### config.mk
export PLATFORM = sky130hd
export DESIGN_NAME = pwm_duty_cycle_meter_core
export DESIGN_NICKNAME = d
export VERILOG_FILES = /design/src/pwmdc_pkg.sv /design/src/pwmdc_window.sv /design/src/pwmdc_ratio.sv /design/src/pwm_duty_cycle_meter_core.sv
export SDC_FILE = /design/constraint.sdc
export NUM_CORES = 1
export LEC_CHECK = 0
export ABC_AREA = 1
export ABC_CLOCK_PERIOD_IN_PS = 4500
export BUFFER_PORTS_ARGS = -buffer_cell sky130_fd_sc_hd__buf_2
export CORE_MARGIN = 3
export CORE_UTILIZATION = 35
export DETAILED_ROUTE_END_ITERATION = 7
export GPL_ROUTABILITY_DRIVEN = 1
export GPL_TIMING_DRIVEN = 0
export SLEW_MARGIN = 20
export SYNTH_ARGS = -nofsm -noshare
export SYNTH_HDL_FRONTEND = slang
export SYNTH_HIERARCHICAL = 1
export SYNTH_SLANG_ARGS = --single-unit
### constraint.sdc
create_clock -name aclk -period 4.5 [get_ports aclk]
set_input_delay 0.9 -clock aclk [delete_from_list [all_inputs] [get_ports aclk]]
set_output_delay 0.9 -clock aclk [all_outputs]
set_load 0.005 [all_outputs]
### src/pwmdc_pkg.sv
`default_nettype none
// ----------------------------------------------------------------------------
// pwmdc_pkg
// Shared constants, types and codes of the PWM duty-cycle meter.
// ----------------------------------------------------------------------------
package pwmdc_pkg;

    localparam int WINDOW_DEPTH = 8;
    localparam int IDX_W        = (WINDOW_DEPTH > 1) ? $clog2(WINDOW_DEPTH) : 1;
    localparam int CNT_W        = $clog2(WINDOW_DEPTH + 1);
    localparam int VAL_W        = 16;
    localparam int SUM_W        = VAL_W + CNT_W;
    localparam int STEP_W       = $clog2(VAL_W);
    localparam int TIME_W       = 32;
    localparam int LIMIT_W      = 16;
    localparam int TIMEOUT_W    = 24;
    localparam int DUTY_W       = 17;
    localparam int IN_W         = 40;
    localparam int OUT_W        = 24;
    localparam int CFG_IDX_W    = 2;
    localparam int CFG_DATA_W   = 24;

    localparam logic [DUTY_W-1:0]    DUTY_ONE          = DUTY_W'(65536);
    localparam logic [DUTY_W-1:0]    DUTY_ZERO         = '0;
    localparam logic [LIMIT_W-1:0]   VALID_LIMIT_RESET = LIMIT_W'(2500);
    localparam logic [TIMEOUT_W-1:0] TIMEOUT_RESET     = TIMEOUT_W'(100000);

    localparam logic [CFG_IDX_W-1:0] CFG_VALID_LIMIT = CFG_IDX_W'(0);
    localparam logic [CFG_IDX_W-1:0] CFG_TIMEOUT     = CFG_IDX_W'(1);

    typedef enum logic [2:0] {
        TOP_IDLE,
        TOP_CHECK,
        TOP_AVG,
        TOP_RATIO,
        TOP_EMIT
    } top_state_t;

    typedef enum logic [1:0] {
        WIN_IDLE,
        WIN_SCAN,
        WIN_DIV,
        WIN_DONE
    } win_state_t;

    typedef enum logic [1:0] {
        RAT_IDLE,
        RAT_RUN,
        RAT_DONE
    } rat_state_t;

    // Write request into one timing window.
    typedef struct packed {
        logic             en;
        logic [IDX_W-1:0] idx;
        logic [VAL_W-1:0] value;
        logic             ok;
    } win_wr_t;

endpackage : pwmdc_pkg
`default_nettype wire

### src/pwmdc_window.sv
`default_nettype none
// ----------------------------------------------------------------------------
// pwmdc_window
// Ring of timings with a serial scan that sums the valid entries and a
// bit-serial divider that yields their truncated mean.
// ----------------------------------------------------------------------------
module pwmdc_window (
    input  wire logic                          aclk,
    input  wire logic                          aresetn,
    input  wire pwmdc_pkg::win_wr_t            wr,
    input  wire logic                          start,
    input  wire logic [pwmdc_pkg::LIMIT_W-1:0] limit,
    output logic                               done,
    output logic [pwmdc_pkg::VAL_W-1:0]        mean
);
    import pwmdc_pkg::*;

    win_state_t        state_reg, state_next;
    logic [VAL_W-1:0]  val_reg [WINDOW_DEPTH];
    logic              ok_reg  [WINDOW_DEPTH];
    logic [IDX_W-1:0]  scan_reg, scan_next;
    logic [SUM_W-1:0]  sum_reg, sum_next;
    logic [CNT_W-1:0]  cnt_reg, cnt_next;
    logic [CNT_W-1:0]  rem_reg, rem_next;
    logic [STEP_W-1:0] step_reg, step_next;
    logic              counts;
    logic [CNT_W:0]    rem2;
    logic              ge;
    logic              scan_last;
    logic              step_last;

    assign scan_last = (scan_reg == IDX_W'(WINDOW_DEPTH - 1));
    assign step_last = (step_reg == STEP_W'(VAL_W - 1));
    assign counts    = ok_reg[scan_reg] && (val_reg[scan_reg] < limit);
    assign rem2      = {rem_reg, sum_reg[VAL_W-1]};
    assign ge        = (rem2 >= {1'b0, cnt_reg});

    always_comb begin
        state_next = state_reg;
        case (state_reg)
            WIN_IDLE: if (start) state_next = WIN_SCAN;
            WIN_SCAN: if (scan_last) state_next = WIN_DIV;
            WIN_DIV:  if (step_last) state_next = WIN_DONE;
            WIN_DONE: state_next = WIN_IDLE;
            default:  state_next = WIN_IDLE;
        endcase
    end

    always_comb begin
        done = (state_reg == WIN_DONE);
        mean = (cnt_reg == '0) ? '0 : sum_reg[VAL_W-1:0];
    end

    always_comb begin
        scan_next = scan_reg;
        sum_next  = sum_reg;
        cnt_next  = cnt_reg;
        rem_next  = rem_reg;
        step_next = step_reg;
        case (state_reg)
            WIN_IDLE: begin
                scan_next = '0;
                sum_next  = '0;
                cnt_next  = '0;
            end
            WIN_SCAN: begin
                if (counts) begin
                    sum_next = sum_reg + SUM_W'(val_reg[scan_reg]);
                    cnt_next = cnt_reg + CNT_W'(1);
                end
                scan_next = scan_reg + IDX_W'(1);
                rem_next  = sum_next[SUM_W-1:VAL_W];
                step_next = '0;
            end
            WIN_DIV: begin
                rem_next  = ge ? CNT_W'(rem2 - {1'b0, cnt_reg}) : rem2[CNT_W-1:0];
                sum_next  = {sum_reg[SUM_W-1:VAL_W], sum_reg[VAL_W-2:0], ge};
                step_next = step_reg + STEP_W'(1);
            end
            default: ;
        endcase
    end

    always_ff @(posedge aclk) begin
        if (!aresetn) begin
            state_reg <= WIN_IDLE;
            cnt_reg   <= '0;
        end else begin
            state_reg <= state_next;
            cnt_reg   <= cnt_next;
        end
        scan_reg <= scan_next;
        sum_reg  <= sum_next;
        rem_reg  <= rem_next;
        step_reg <= step_next;
    end

    always_ff @(posedge aclk) begin
        if (!aresetn) begin
            for (int i = 0; i < WINDOW_DEPTH; i++) begin
                ok_reg[i] <= 1'b0;
            end
        end else if (wr.en) begin
            ok_reg[wr.idx] <= wr.ok;
        end
        if (wr.en) begin
            val_reg[wr.idx] <= wr.value;
        end
    end

endmodule : pwmdc_window
`default_nettype wire

### src/pwmdc_ratio.sv
`default_nettype none
// ----------------------------------------------------------------------------
// pwmdc_ratio
// Bit-serial divider for the duty ratio of the mean high time over the
// mean period, in Q1.16 with saturation at one.
// ----------------------------------------------------------------------------
module pwmdc_ratio (
    input  wire logic                         aclk,
    input  wire logic                         aresetn,
    input  wire logic                         start,
    input  wire logic [pwmdc_pkg::VAL_W-1:0]  hi,
    input  wire logic [pwmdc_pkg::VAL_W-1:0]  per,
    output logic                              done,
    output logic [pwmdc_pkg::DUTY_W-1:0]      duty
);
    import pwmdc_pkg::*;

    rat_state_t        state_reg, state_next;
    logic [VAL_W-1:0]  hi_reg, hi_next;
    logic [VAL_W-1:0]  per_reg, per_next;
    logic [VAL_W-1:0]  rem_reg, rem_next;
    logic [VAL_W-1:0]  quo_reg, quo_next;
    logic [STEP_W-1:0] step_reg, step_next;
    logic [VAL_W:0]    rem2;
    logic              ge;
    logic              step_last;

    assign rem2      = {rem_reg, 1'b0};
    assign ge        = (rem2 >= {1'b0, per_reg});
    assign step_last = (step_reg == STEP_W'(VAL_W - 1));

    always_comb begin
        state_next = state_reg;
        case (state_reg)
            RAT_IDLE: if (start) state_next = RAT_RUN;
            RAT_RUN:  if (step_last) state_next = RAT_DONE;
            RAT_DONE: state_next = RAT_IDLE;
            default:  state_next = RAT_IDLE;
        endcase
    end

    always_comb begin
        done = (state_reg == RAT_DONE);
        if (per_reg == '0) begin
            duty = DUTY_ZERO;
        end else if (hi_reg >= per_reg) begin
            duty = DUTY_ONE;
        end else begin
            duty = {1'b0, quo_reg};
        end
    end

    always_comb begin
        hi_next   = hi_reg;
        per_next  = per_reg;
        rem_next  = rem_reg;
        quo_next  = quo_reg;
        step_next = step_reg;
        case (state_reg)
            RAT_IDLE: begin
                if (start) begin
                    hi_next  = hi;
                    per_next = per;
                    rem_next = hi;
                end
                step_next = '0;
            end
            RAT_RUN: begin
                rem_next  = ge ? VAL_W'(rem2 - {1'b0, per_reg}) : rem2[VAL_W-1:0];
                quo_next  = {quo_reg[VAL_W-2:0], ge};
                step_next = step_reg + STEP_W'(1);
            end
            default: ;
        endcase
    end

    always_ff @(posedge aclk) begin
        if (!aresetn) begin
            state_reg <= RAT_IDLE;
        end else begin
            state_reg <= state_next;
        end
        hi_reg   <= hi_next;
        per_reg  <= per_next;
        rem_reg  <= rem_next;
        quo_reg  <= quo_next;
        step_reg <= step_next;
    end

endmodule : pwmdc_ratio
`default_nettype wire

### src/pwm_duty_cycle_meter_core.sv
`default_nettype none
// ----------------------------------------------------------------------------
// pwm_duty_cycle_meter_core
// Measures PWM period and high time from timestamped pin samples and reports
// the duty cycle in Q1.16 for every sample.
// ----------------------------------------------------------------------------
// One sample is processed at a time and each yields one result; a new
// sample is taken only after the previous result is loaded into the output
// register. A sample that repeats the current level goes from the check
// state straight to the emit state. A sample with a level change passes
// through the window scans, the mean dividers and the ratio divider first.
// Both rings are scanned one entry per cycle, each mean comes from a 16-step
// bit-serial divider, and the ratio comes from a second 16-step bit-serial
// divider. The result sits in an output register; the emit state waits until
// a stalled result there is taken, so it holds up the work on the next one.
// ----------------------------------------------------------------------------
module pwm_duty_cycle_meter_core (
    input  wire logic                             aclk,
    input  wire logic                             aresetn,
    // s_tdata: pin_level [0], time_us [32:1], zero [39:33]
    input  wire logic                             s_tvalid,
    output logic                                  s_tready,
    input  wire logic [pwmdc_pkg::IN_W-1:0]       s_tdata,
    // m_tdata: duty [16:0], level [17], zero [23:18]
    output logic                                  m_tvalid,
    input  wire logic                             m_tready,
    output logic [pwmdc_pkg::OUT_W-1:0]           m_tdata,
    input  wire logic                             cfg_valid,
    output logic                                  cfg_ready,
    input  wire logic [pwmdc_pkg::CFG_IDX_W-1:0]  cfg_index,
    input  wire logic [pwmdc_pkg::CFG_DATA_W-1:0] cfg_data
);
    import pwmdc_pkg::*;

    top_state_t           state_reg, state_next;
    logic                 level_reg, level_next;
    logic [IDX_W-1:0]     idx_reg, idx_next;
    logic [TIME_W-1:0]    rise_reg, rise_next;
    logic [TIME_W-1:0]    change_reg, change_next;
    logic [DUTY_W-1:0]    duty_reg, duty_next;
    logic                 pin_reg;
    logic [TIME_W-1:0]    time_reg;
    logic [LIMIT_W-1:0]   limit_reg;
    logic [TIMEOUT_W-1:0] timeout_reg;
    logic                 m_valid_reg, m_valid_next;
    logic [OUT_W-1:0]     m_data_reg, m_data_next;

    logic                 s_accept;
    logic                 changed;
    logic [TIME_W-1:0]    since_rise;
    logic [TIME_W-1:0]    since_change;
    logic                 out_free;
    logic                 win_start;
    logic                 rat_start;
    win_wr_t              cyc_wr;
    win_wr_t              high_wr;
    logic                 cyc_done;
    logic                 high_done;
    logic [VAL_W-1:0]     cyc_mean;
    logic [VAL_W-1:0]     high_mean;
    logic                 rat_done;
    logic [DUTY_W-1:0]    rat_duty;

    assign s_accept     = s_tvalid && s_tready;
    assign changed      = (pin_reg != level_reg);
    assign since_rise   = time_reg - rise_reg;
    assign since_change = time_reg - change_reg;
    assign out_free     = !m_valid_reg || m_tready;
    assign cfg_ready    = 1'b1;
    assign m_tvalid     = m_valid_reg;
    assign m_tdata      = m_data_reg;

    always_comb begin
        state_next = state_reg;
        case (state_reg)
            TOP_IDLE:  if (s_accept) state_next = TOP_CHECK;
            TOP_CHECK: state_next = changed ? TOP_AVG : TOP_EMIT;
            TOP_AVG:   if (cyc_done) state_next = TOP_RATIO;
            TOP_RATIO: if (rat_done) state_next = TOP_EMIT;
            TOP_EMIT:  if (out_free) state_next = TOP_IDLE;
            default:   state_next = TOP_IDLE;
        endcase
    end

    always_comb begin
        s_tready      = (state_reg == TOP_IDLE);
        win_start     = (state_reg == TOP_CHECK) && changed;
        rat_start     = (state_reg == TOP_AVG) && cyc_done;
        cyc_wr.en     = win_start && pin_reg;
        cyc_wr.idx    = idx_reg;
        cyc_wr.value  = since_rise[VAL_W-1:0];
        cyc_wr.ok     = (since_rise[TIME_W-1:VAL_W] == '0) && (since_rise[VAL_W-1:0] != '0);
        high_wr.en    = win_start && !pin_reg;
        high_wr.idx   = idx_reg;
        high_wr.value = since_rise[VAL_W-1:0];
        high_wr.ok    = cyc_wr.ok;
    end

    always_comb begin
        level_next   = level_reg;
        idx_next     = idx_reg;
        rise_next    = rise_reg;
        change_next  = change_reg;
        duty_next    = duty_reg;
        m_valid_next = m_valid_reg;
        m_data_next  = m_data_reg;
        if (m_valid_reg && m_tready) begin
            m_valid_next = 1'b0;
        end
        case (state_reg)
            TOP_CHECK: begin
                if (changed) begin
                    level_next  = pin_reg;
                    change_next = time_reg;
                    if (pin_reg) begin
                        rise_next = time_reg;
                    end else if (idx_reg == IDX_W'(WINDOW_DEPTH - 1)) begin
                        idx_next = '0;
                    end else begin
                        idx_next = idx_reg + IDX_W'(1);
                    end
                end else if (since_change > TIME_W'(timeout_reg)) begin
                    duty_next = level_reg ? DUTY_ONE : DUTY_ZERO;
                end
            end
            TOP_RATIO: begin
                if (rat_done) begin
                    duty_next = rat_duty;
                end
            end
            TOP_EMIT: begin
                if (out_free) begin
                    m_valid_next = 1'b1;
                    m_data_next  = {(OUT_W - DUTY_W - 1)'(0), level_reg, duty_reg};
                end
            end
            default: ;
        endcase
    end

    always_ff @(posedge aclk) begin
        if (!aresetn) begin
            state_reg   <= TOP_IDLE;
            level_reg   <= 1'b0;
            idx_reg     <= '0;
            rise_reg    <= '0;
            change_reg  <= '0;
            duty_reg    <= DUTY_ZERO;
            m_valid_reg <= 1'b0;
        end else begin
            state_reg   <= state_next;
            level_reg   <= level_next;
            idx_reg     <= idx_next;
            rise_reg    <= rise_next;
            change_reg  <= change_next;
            duty_reg    <= duty_next;
            m_valid_reg <= m_valid_next;
        end
        m_data_reg <= m_data_next;
        if (s_accept) begin
            pin_reg  <= s_tdata[0];
            time_reg <= s_tdata[TIME_W:1];
        end
    end

    always_ff @(posedge aclk) begin
        if (!aresetn) begin
            limit_reg   <= VALID_LIMIT_RESET;
            timeout_reg <= TIMEOUT_RESET;
        end else if (cfg_valid && cfg_ready) begin
            case (cfg_index)
                CFG_VALID_LIMIT: limit_reg   <= cfg_data[LIMIT_W-1:0];
                CFG_TIMEOUT:     timeout_reg <= cfg_data[TIMEOUT_W-1:0];
                default: ;
            endcase
        end
    end

    pwmdc_window u_cycle_window (
        .aclk    (aclk),
        .aresetn (aresetn),
        .wr      (cyc_wr),
        .start   (win_start),
        .limit   (limit_reg),
        .done    (cyc_done),
        .mean    (cyc_mean)
    );

    pwmdc_window u_high_window (
        .aclk    (aclk),
        .aresetn (aresetn),
        .wr      (high_wr),
        .start   (win_start),
        .limit   (limit_reg),
        .done    (high_done),
        .mean    (high_mean)
    );

    pwmdc_ratio u_ratio (
        .aclk    (aclk),
        .aresetn (aresetn),
        .start   (rat_start && high_done),
        .hi      (high_mean),
        .per     (cyc_mean),
        .done    (rat_done),
        .duty    (rat_duty)
    );

endmodule : pwm_duty_cycle_meter_core
`default_nettype wire

== Word level (Yosys, flattened, before mapping) ==
Memories as Yosys holds them, arrays and structs flattened. A register that Yosys moved wholly into a read port is not among the register bits.
Index checks and enable logic that the tools add are counted.

* Register bits after elaboration: 324
* RAM bits: 272
* Input port bits: 71
* Output and inout bits: 27
* Logic and storage cells: 216
* Memories kept: 4

{| class="wikitable"
|+ Memory list
! name !! words !! bits a word !! rd ports !! clocked after memory_dff !! write ports !! RTL line !! text
|-
| u_cycle_window.val_reg || 8 || 16 || 1 || 1 || 1 || pwmdc_window.sv:19 || <nowiki>logic [VAL_W-1:0] val_reg [WINDOW_DEPTH];</nowiki>
|-
| u_high_window.val_reg || 8 || 16 || 1 || 1 || 1 || pwmdc_window.sv:19 ||
|-
| u_cycle_window.ok_reg || 8 || 1 || 1 || 1 || 8 || pwmdc_window.sv:20 || <nowiki>logic ok_reg [WINDOW_DEPTH];</nowiki>
|-
| u_high_window.ok_reg || 8 || 1 || 1 || 1 || 8 || pwmdc_window.sv:20 ||
|}

* $add $sub $neg: 15
* Order comparisons: 7
* Equality and inequality tests: 36
* Muxes and demuxes: 67
* Bitwise logic cells: 3
* Reduce and logical (&&, ||, !) cells: 52

{| class="wikitable"
|+ Operators with widths
! cell !! number
|-
| 20-bit case mux with 3 select lines || 2
|-
| 17-bit two-way mux || 6
|-
| 32-bit subtractor || 2
|-
| 4-bit case mux with 2 select lines || 7
|-
| 16-bit two-way mux || 3
|-
| 20-bit by 16-bit adder with 20-bit output || 2
|-
| 20-bit two-way mux || 2
|-
| 3-bit two-way mux || 12
|-
| 17-bit case mux with 2 select lines || 1
|-
| 32-bit by 24-bit > comparator with 1-bit output || 1
|-
| 16-bit logical NOT || 2
|-
| 16-bit less-than comparator || 2
|-
| 16-bit case mux with 2 select lines || 1
|-
| 2-bit AND reduction || 13
|-
| 2-bit by 1-bit inequality test with 1-bit output, second input constant || 11
|-
| 4-bit by 1-bit adder with 4-bit output, second input constant || 5
|-
| 17-bit by 16-bit >= comparator with 1-bit output || 1
|-
| 16-bit >= comparator || 1
|-
| 1-bit two-way mux || 16
|-
| 4-bit two-way mux || 4
|-
| 2-bit case mux with 4 select lines || 2
|-
| 16-bit nonzero test || 1
|-
| 16-bit subtractor || 1
|-
| 3-bit case mux with 5 select lines || 1
|-
| other kinds (26) || 81
|}

== Depth between registers and ports, before layout ==
Gate-level depths: netlist of run 1.

* Depth after elaboration: 8
* Gate-level depth with buffers: 31
* Gate-level depth less buffers: 30

== By module ==
The synthesis of run 1 kept the hierarchy.

{| class="wikitable"
|+ By module, submodules not included
! module !! instances !! cells each !! area an instance (um2) !! sequential area each (um2)
|-
| pwm_duty_cycle_meter_core || 1 || 1540 || 11025.6 || 4113.9
|-
| pwmdc_window at u_cycle_window || 1 || 850 || 8664.6 || 5114.9
|-
| pwmdc_window at u_high_window || 1 || 836 || 8624.5 || 5114.9
|-
| pwmdc_ratio || 1 || 505 || 4325.4 || 2082.0
|}

== Least setup slack after synthesis of run 1 ==
OpenSTA, ideal clock, no wires.

* Path kind: register -> register
* Start point: reg, netlist name state_reg[2]
* End point: reg u_ratio.rem_reg[0], enable pin
* Library setup time: 0.372 ns
* Arrival: 3.688 ns
* Data required time: 4.128 ns
* Setup slack: 0.440 ns
* Cell stages (with the launch flop): 10
* Path buffers: 0
* Period minus slack after synthesis: 4.060 ns
* Path through: dfxtp_1 > nor2_1 > inv_1 > nor2_1 > inv_1 > nor2_1 > inv_1 > nor3_1 > inv_1 > nand2_1

{| class="wikitable"
|+ RTL lines
! element !! RTL line !! text
|-
| to (signal assigned) || pwmdc_ratio.sv:85 || <nowiki>rem_reg <= rem_next;</nowiki>
|-
| to (decl) || pwmdc_ratio.sv:21 || <nowiki>logic [VAL_W-1:0] rem_reg, rem_next;</nowiki>
|}

==> results of run 1 <==
[cells by family (layout without fill, tap and decap cells)]
group / Yosys count / after routing / share of synthesized area (%)
other: 2 / 8 / 0.02301
DFF: 602 / 602 / 50.32
and+or+nand+nor: 1519 / 1519 / 19.53
adders and majority gates: 220 / 220 / 8.594
buffers and inverters: 578 / 811 / 6.992
xor gates and xnor gates: 70 / 70 / 1.878
AOI/OAI and AO/OA: 740 / 740 / 12.65
[report_power, final]
part | total [W] | internal, W | switching (W)
logic | 0.0112 | 0.00361 | 0.00762
registers | 0.00787 | 0.00740 | 0.000474
clock network | 0.00541 | 0.00315 | 0.00225
[placed cells by master, fill, tap and decap left out, types with 23 or more instances in the layout]
| cell | count |
|---|---|
| edfxtp_1 | 437 |
| ha_1 | 210 |
| clkbuf_1 | 95 |
| a21oi_1 | 254 |
| inv_1 | 448 |
| o22ai_1 | 43 |
| nor2_1 | 494 |
| nand3_1 | 157 |
| xor2_1 | 46 |
| nand2_1 | 693 |
| clkbuf_16 | 68 |
| buf_2 | 85 |
| o21ai_0 | 305 |
| buf_4 | 24 |
| nand4_1 | 29 |
| xnor2_1 | 23 |
| nor2_2 | 40 |
| dfxtp_1 | 165 |
| a31oi_1 | 39 |
[cell type report]
| cell class | instances | area share, % |
|---|---|---|
| Sequential cell | 602 | 44.14 |
| Multi-Input combinational cell | 2556 | 37.82 |
| Clock buffer | 86 | 4.862 |
| Inverter | 467 | 4.724 |
| Tap cell | 1243 | 4.180 |
| Timing Repair Buffer | 112 | 1.913 |
| Buffer | 111 | 1.409 |
| Clock inverter | 35 | 0.9382 |
| Antenna cell | 1 | 0.006725 |
[timing repair]
item	4_1_cts	5_1_grt
pin swaps	1	2
resized for setup	2	13
setup buffers	0	5
endpoints found under the hold margin	0	0
cloned	0	0
endpoints found under the setup margin	67	25
[worst max-delay path by stage]
stage / startpoint / slack (ps) / depth (start not counted) / end
global placement: u_high_window/state_reg[0] / -1190 / 7 / u_ratio/rem_reg[3]
global route: time_reg[0] / 20 / 28 / duty_reg[7]
floorplan: state_reg[2] / 440 / 9 / u_ratio/rem_reg[0]
CTS: time_reg[4] / 0.4 / 26 / duty_reg[7]
finish: flip-flop / 250 / 17 / u_cycle_window/rem_reg[0]
detailed placement: state_reg[0] / -90 / 11 / u_high_window/val_reg[4][14]
[metal layers]
metal | GRT usage [%] | vias up | wire [um]
met4 | 4.902 | 0 | 2280
met1 | 24.04 | 11922 | 40360
met3 | 2.308 | 133 | 4316
met2 | 29.64 | 623 | 41020
met5 | 0 | - | 0
li1 | - | 12945 | -
[cells in the mapped netlist (all sizes together) (2+ instances only)]
| library cell | n |
|---|---|
| nor3 | 28 |
| edfxtp | 437 |
| or2 | 10 |
| a22oi | 2 |
| nor2 | 543 |
| buf | 30 |
| fa | 7 |
| conb | 2 |
| nand3b | 20 |
| a21o | 8 |
| a21oi | 260 |
| o21ai | 323 |
| ha | 213 |
| inv | 466 |
| a211oi | 7 |
| o221ai | 2 |
| nand3 | 161 |
| nand4 | 29 |
| nand2 | 715 |
| o21bai | 7 |
| o211ai | 12 |
| xor2 | 47 |
| and2 | 2 |
| clkbuf | 81 |
| nor4 | 10 |
| a32oi | 2 |
| xnor2 | 23 |
| a31oi | 39 |
| a21boi | 3 |
| dfxtp | 165 |
| o21a | 8 |
| o22ai | 63 |
[critical path, delay by kind of cell (launching register included)]
family	cells	cell delay, ps
compound gates	5	1460
buf+inv	2	730
xor+xnor	1	150
simple gates	8	800
fa+ha+maj	1	350
flops	1	480
[stage by stage]
step,cells,area [um2],total power (W),hold WS [ps]
after floorplan,3736,32660,0.01569,408.2
after global placement,5062,34630,0.01883,418.4
after detailed placement,5086,34960,0.01905,421.0
after CTS,5207,37120,0.02454,413.5
after global routing,5212,37210,0.02634,431.8
final,5213,37210,0.02450,422.6
==> results.md, run 1 <==
- Status: finished, final reports clean
- Hold buffers post-CTS: 0
- Mean post-synth cell area: 8.748 um2
- Layout Skew: 18.69 ps
- Reg2reg end: u_cycle_window/rem_reg[0]
- Worst Hold Path EP: m_tdata[1]
- CTS buffer count: between 60 and 70
- Ports: 98
- CP Launch Type: flip-flop
- Worst path max stage delay: 550 ps
- Final WS setup: 251.1 ps
- Max VDD drop: 0.0003958 V
- Gr ovfl total: 0
- Mapped Area: between 30,000 and 40,000 um2
- Main synth FF type: edfxtp_1
- Pins Over Slew Limit: 0
- Crit-path cells: buf_4 -> clkbuf_1 -> nor2_1 -> o22ai_1 -> nor2_1 -> a31oi_1 -> fa_1 -> nand3_1 -> nand2_1 -> a21boi_1 -> o21ai_0 -> nand3_1 -> nand2_1 -> xor2_1 -> nand2_1 -> nand2_1 -> o21ai_1
- Sequential share of the synthesized area: 50.32%
- Sequential cell area: 16,430 um2
- Die width: approximately 310 um
- Max cap viols: 0
- Area grow syn2layout: 14.00%
- Port Buffers: 83
- Final core occ: approximately 40%
- RSZ-0062 raised after global routing: false
- Clock Tree Root: clkbuf_16
- Synth area leaders: edfxtp_1 40%, dfxtp_1 10%, ha_1 8.2%, nand2_1 8.0%, nor2_1 5.9%
- DIE AREA: 96,960 um2
- Setup violators final: 0
- Crit Path Max Fanout: 10
- Largest net degree at the start of global routing: 26
- CTS sink cnt: 602
- Multi-input gate area: ~14,000 um2
- GPL Wtd Cong: 0.9651
- CP Data Required Time: 4850 ps
- Clk buf depth: 3
- Final hold vios: 0
- Die height: about 310 um
- Antenna-violating nets left: 0
- Via density: 4.915
- Hold path start: duty_reg[1]
- Fin crit period: 4249 ps
- Endpoint class of the critical path: flip-flop
- Routed vias: 25,623
- DRT Pass-1 Iters: 5
- Fin Setup TNS: 0 ps
- Worst hold path stage count: 0
- Crit path DAT: 4600 ps
- Fmax: 235.4 MHz
- Tightest Pin Transition: between 900 and 1000 ps
- Final Cycle Share: between 90% and 100%
- Final nets: 4,208
- 1st-iter DRT viols: between 1,500 and 2,000
- Number of enable flip-flop cells after synthesis: 437
- Share of cells above drive strength 1: 9.524%
- LEAKAGE: 15.05 nW
- FFs w/ async S/R, synth: 0%
- Largest area contributor in the synthesized netlist: edfxtp_1
- Worst-skew pair later-pin latency: ~620 ps
- Rows: ~110
- Slowest-stage cell, CP: a31oi_1
- GRT Total Usage: between 10% and 20%
- H-Tree Depth: 3
- Pre-CTS WS: -86.06 ps
- Most common cell on crit path: nand2_1
- Cell Pwr Density: around 660 nW/um2
- #FFs+latches synth: 602
- Remaining DRCs: 0
- Number of warnings issued by yosys: 6
- FILL cells: 9,208
- Slew headroom: 39.78%
- Core Footprint: 92,080 um2
- Hpwl dp: 67,260 um
- Unique masters post-synth: 58
- R2R Setup Slk: 250 ps
- Worst-path clk slew: ~60 ps
- Vias in the first global route: between 20,000 and 25,000
- Mapped Cells: about 3,700
- First-pass GRT wire length: between 100,000 and 150,000 um
- TritonCTS clock tree: built
- Yosys top cell area share: 40.20%
- Drt wl/cell: between 15 and 20 um
- Crit Path Class: flip-flop to flip-flop
- Starting density of the core: 35.45%
- Min-delay worst type: flip-flop to flip-flop
- Final WL: between 80,000 and 90,000 um
- Antenna violations before repair: 4
- Length in cells of the worst reg-to-reg path: 17
(Power assumes the default switching activity.)
==> inputs of run 2 (changes only) <==
--- a/config.mk
+++ b/config.mk
@@ -9,10 +9,11 @@
 export ABC_CLOCK_PERIOD_IN_PS = 4500
 export BUFFER_PORTS_ARGS = -buffer_cell sky130_fd_sc_hd__buf_2
 export CORE_MARGIN = 3
-export CORE_UTILIZATION = 35
+export CORE_UTILIZATION = 50
 export DETAILED_ROUTE_END_ITERATION = 7
 export GPL_ROUTABILITY_DRIVEN = 1
 export GPL_TIMING_DRIVEN = 0
+export PLACE_DENSITY = 0.66
 export SLEW_MARGIN = 20
 export SYNTH_ARGS = -nofsm -noshare
 export SYNTH_HDL_FRONTEND = slang
==> results.md, run 2 (synthesis gave the netlist of run 1 again) <==
- Slew headroom: 38.42%
- Core Footprint: 64,460 um2
- Remaining DRCs: 0
- Starting density of the core: 50.63%
- Final hold vios: 0
- Crit path DAT: approximately 4700 ps
- Max VDD drop: about 0.00043 V
- CP Data Required Time: 4840 ps
- First-pass GRT wire length: around 130,000 um
- Routed vias: 25,530
- Pins Over Slew Limit: 0
- H-Tree Depth: 3
- GPL Wtd Cong: 0.9385
- Antenna violations before repair: 0
- Fin crit period: 4337 ps
- Max Used Layer: met4
- Area grow syn2layout: 12.55%
- Antenna-violating nets left: 0
- Layout Skew: 31.27 ps
- Worst-skew pair later-pin latency: roughly 600 ps
- Crit Path Max Fanout: 10
- Endpoint class of the critical path: flip-flop
- Met1 WL: around 37,000 um
- Status: finished, final reports clean
- WL met2: between 30,000 and 40,000 um
- Largest net degree at the start of global routing: 26
- RSZ-0062 raised after global routing: false
- Final WL: 83,750 um
- Die height: 261.5 um
- Drt wl/cell: approximately 17 um
- FILL cells: 5,901
- Commonest non-fill, non-tap cell in the layout: nand2_1
- Crit Path Class: flip-flop to flip-flop
- CTS sink cnt: 602
- Die width: 261.5 um
- Antenna fix cells: 0
- TritonCTS clock tree: built
- Finished Cell Area: 36,740 um2
- Clock Tree Root: clkbuf_16
- CP Launch Type: flip-flop
- Ports: 98
- 1st-iter DRT viols: 1,693
- Port Buffers: 83
- Via density: 5.292
- Fmax: 230.6 MHz
- Max cap viols: 0
- DIE AREA: 68,380 um2
- Post-place instance area: 34,480 um2
- Hpwl dp: 64,680 um
- Sequential cell area: 16,430 um2
- Share of cells above drive strength 1: 9.297%
- Rows: 93
- Vias in the first global route: 24,300
- Final nets: 4,208
- Min-delay worst type: flip-flop to flip-flop
- Setup violators final: 0
- Cell Pwr Density: 662.4 nW/um2
- Tightest Pin Transition: 922.8 ps
- Fin Setup TNS: 0 ps
- Clk buf depth: 3
- WL met3: 3943 um
- LEAKAGE: 15.05 nW
- Multi-input gate area: 14,070 um2
- Gr ovfl total: 0
- DRT Pass-1 Iters: 6
- Final Cycle Share: 96.38%
- Most frequent cells in the layout: 694 x nand2_1, 495 x nor2_1, 448 x inv_1, 437 x edfxtp_1, 305 x o21ai_0
- Worst-path clk slew: approximately 60 ps
- CTS buffer count: roughly 70
- GRT Total Usage: 24.51%
[run 2: through the flow]
step           utilization [%]  worst slack (ps)  hold WS, ps  total power [W]  std cells
2_1_floorplan                -             440.0        408.2          0.01569       3736
3_3_place_gp             52.97             -1232        417.7          0.01869       4674
3_5_place_dp             53.48             108.0        420.9          0.01892       4697
4_1_cts                  56.85             121.5        433.7          0.02432       4819
5_1_grt                  56.99             7.298        436.3          0.02619       4824
6_report                 56.99             162.8        432.4          0.02434       4824
[run 2: cell type report]
type,count,share of cell area [%]
clock inverters,36,0.8344
flip-flops and latches,602,44.71
clock buffers,86,5.071
multi-input cells,2556,38.30
well taps,855,2.912
plain buffers,111,1.427
repair buffers,111,1.958
inverters,467,4.785
[run 2: final timing paths]
path | start | endpoint | slack, ps | cells after the start
setup / recovery | flip-flop | u_cycle_window/sum_reg[12] | 160 | 16
setup reg to reg | flip-flop | u_cycle_window/sum_reg[12] | 160 | 16
hold / removal | duty_reg[4] | m_tdata[4] | 430 | 0
hold reg to reg | duty_reg[4] | m_tdata[4] | 430 | 0
[run 2: layer usage]
layer  GRT usage (%)  vias up
met3           3.191      162
met2           40.73      607
li1                -    12952
met1           32.52    11809
met4           10.09        0
met5               0        -
[run 2: critical path, stage by stage, from the launching register on]
cell and delay, ps:
dfxtp_1 440, buf_4 240, clkbuf_1 500, nor2_1 110, o22ai_1 290, nor2_1 80
a31oi_1 640, ha_1 420, nand2_1 80, inv_1 40, a21boi_1 290, o21ai_1 150
a31oi_1 260, o21ai_0 150, or2_0 220, nand3_1 80, o21ai_1 90
[run 2: power breakdown]
group | total, W | leakage, nW | internal (W) | switching, W
registers | 0.00789 | 5.49 | 0.00740 | 0.000493
logic | 0.0111 | 8.50 | 0.00359 | 0.00749
clock network | 0.00537 | 1.05 | 0.00317 | 0.00220
[run 2: timing repair]
item | 4_1_cts | 5_1_grt
hold buffers | 0 | 0
setup buffers | 0 | 5
endpoints found under the setup margin | 0 | 34
hold endpoints to repair | 0 | 0
gates resized for setup | 0 | 11
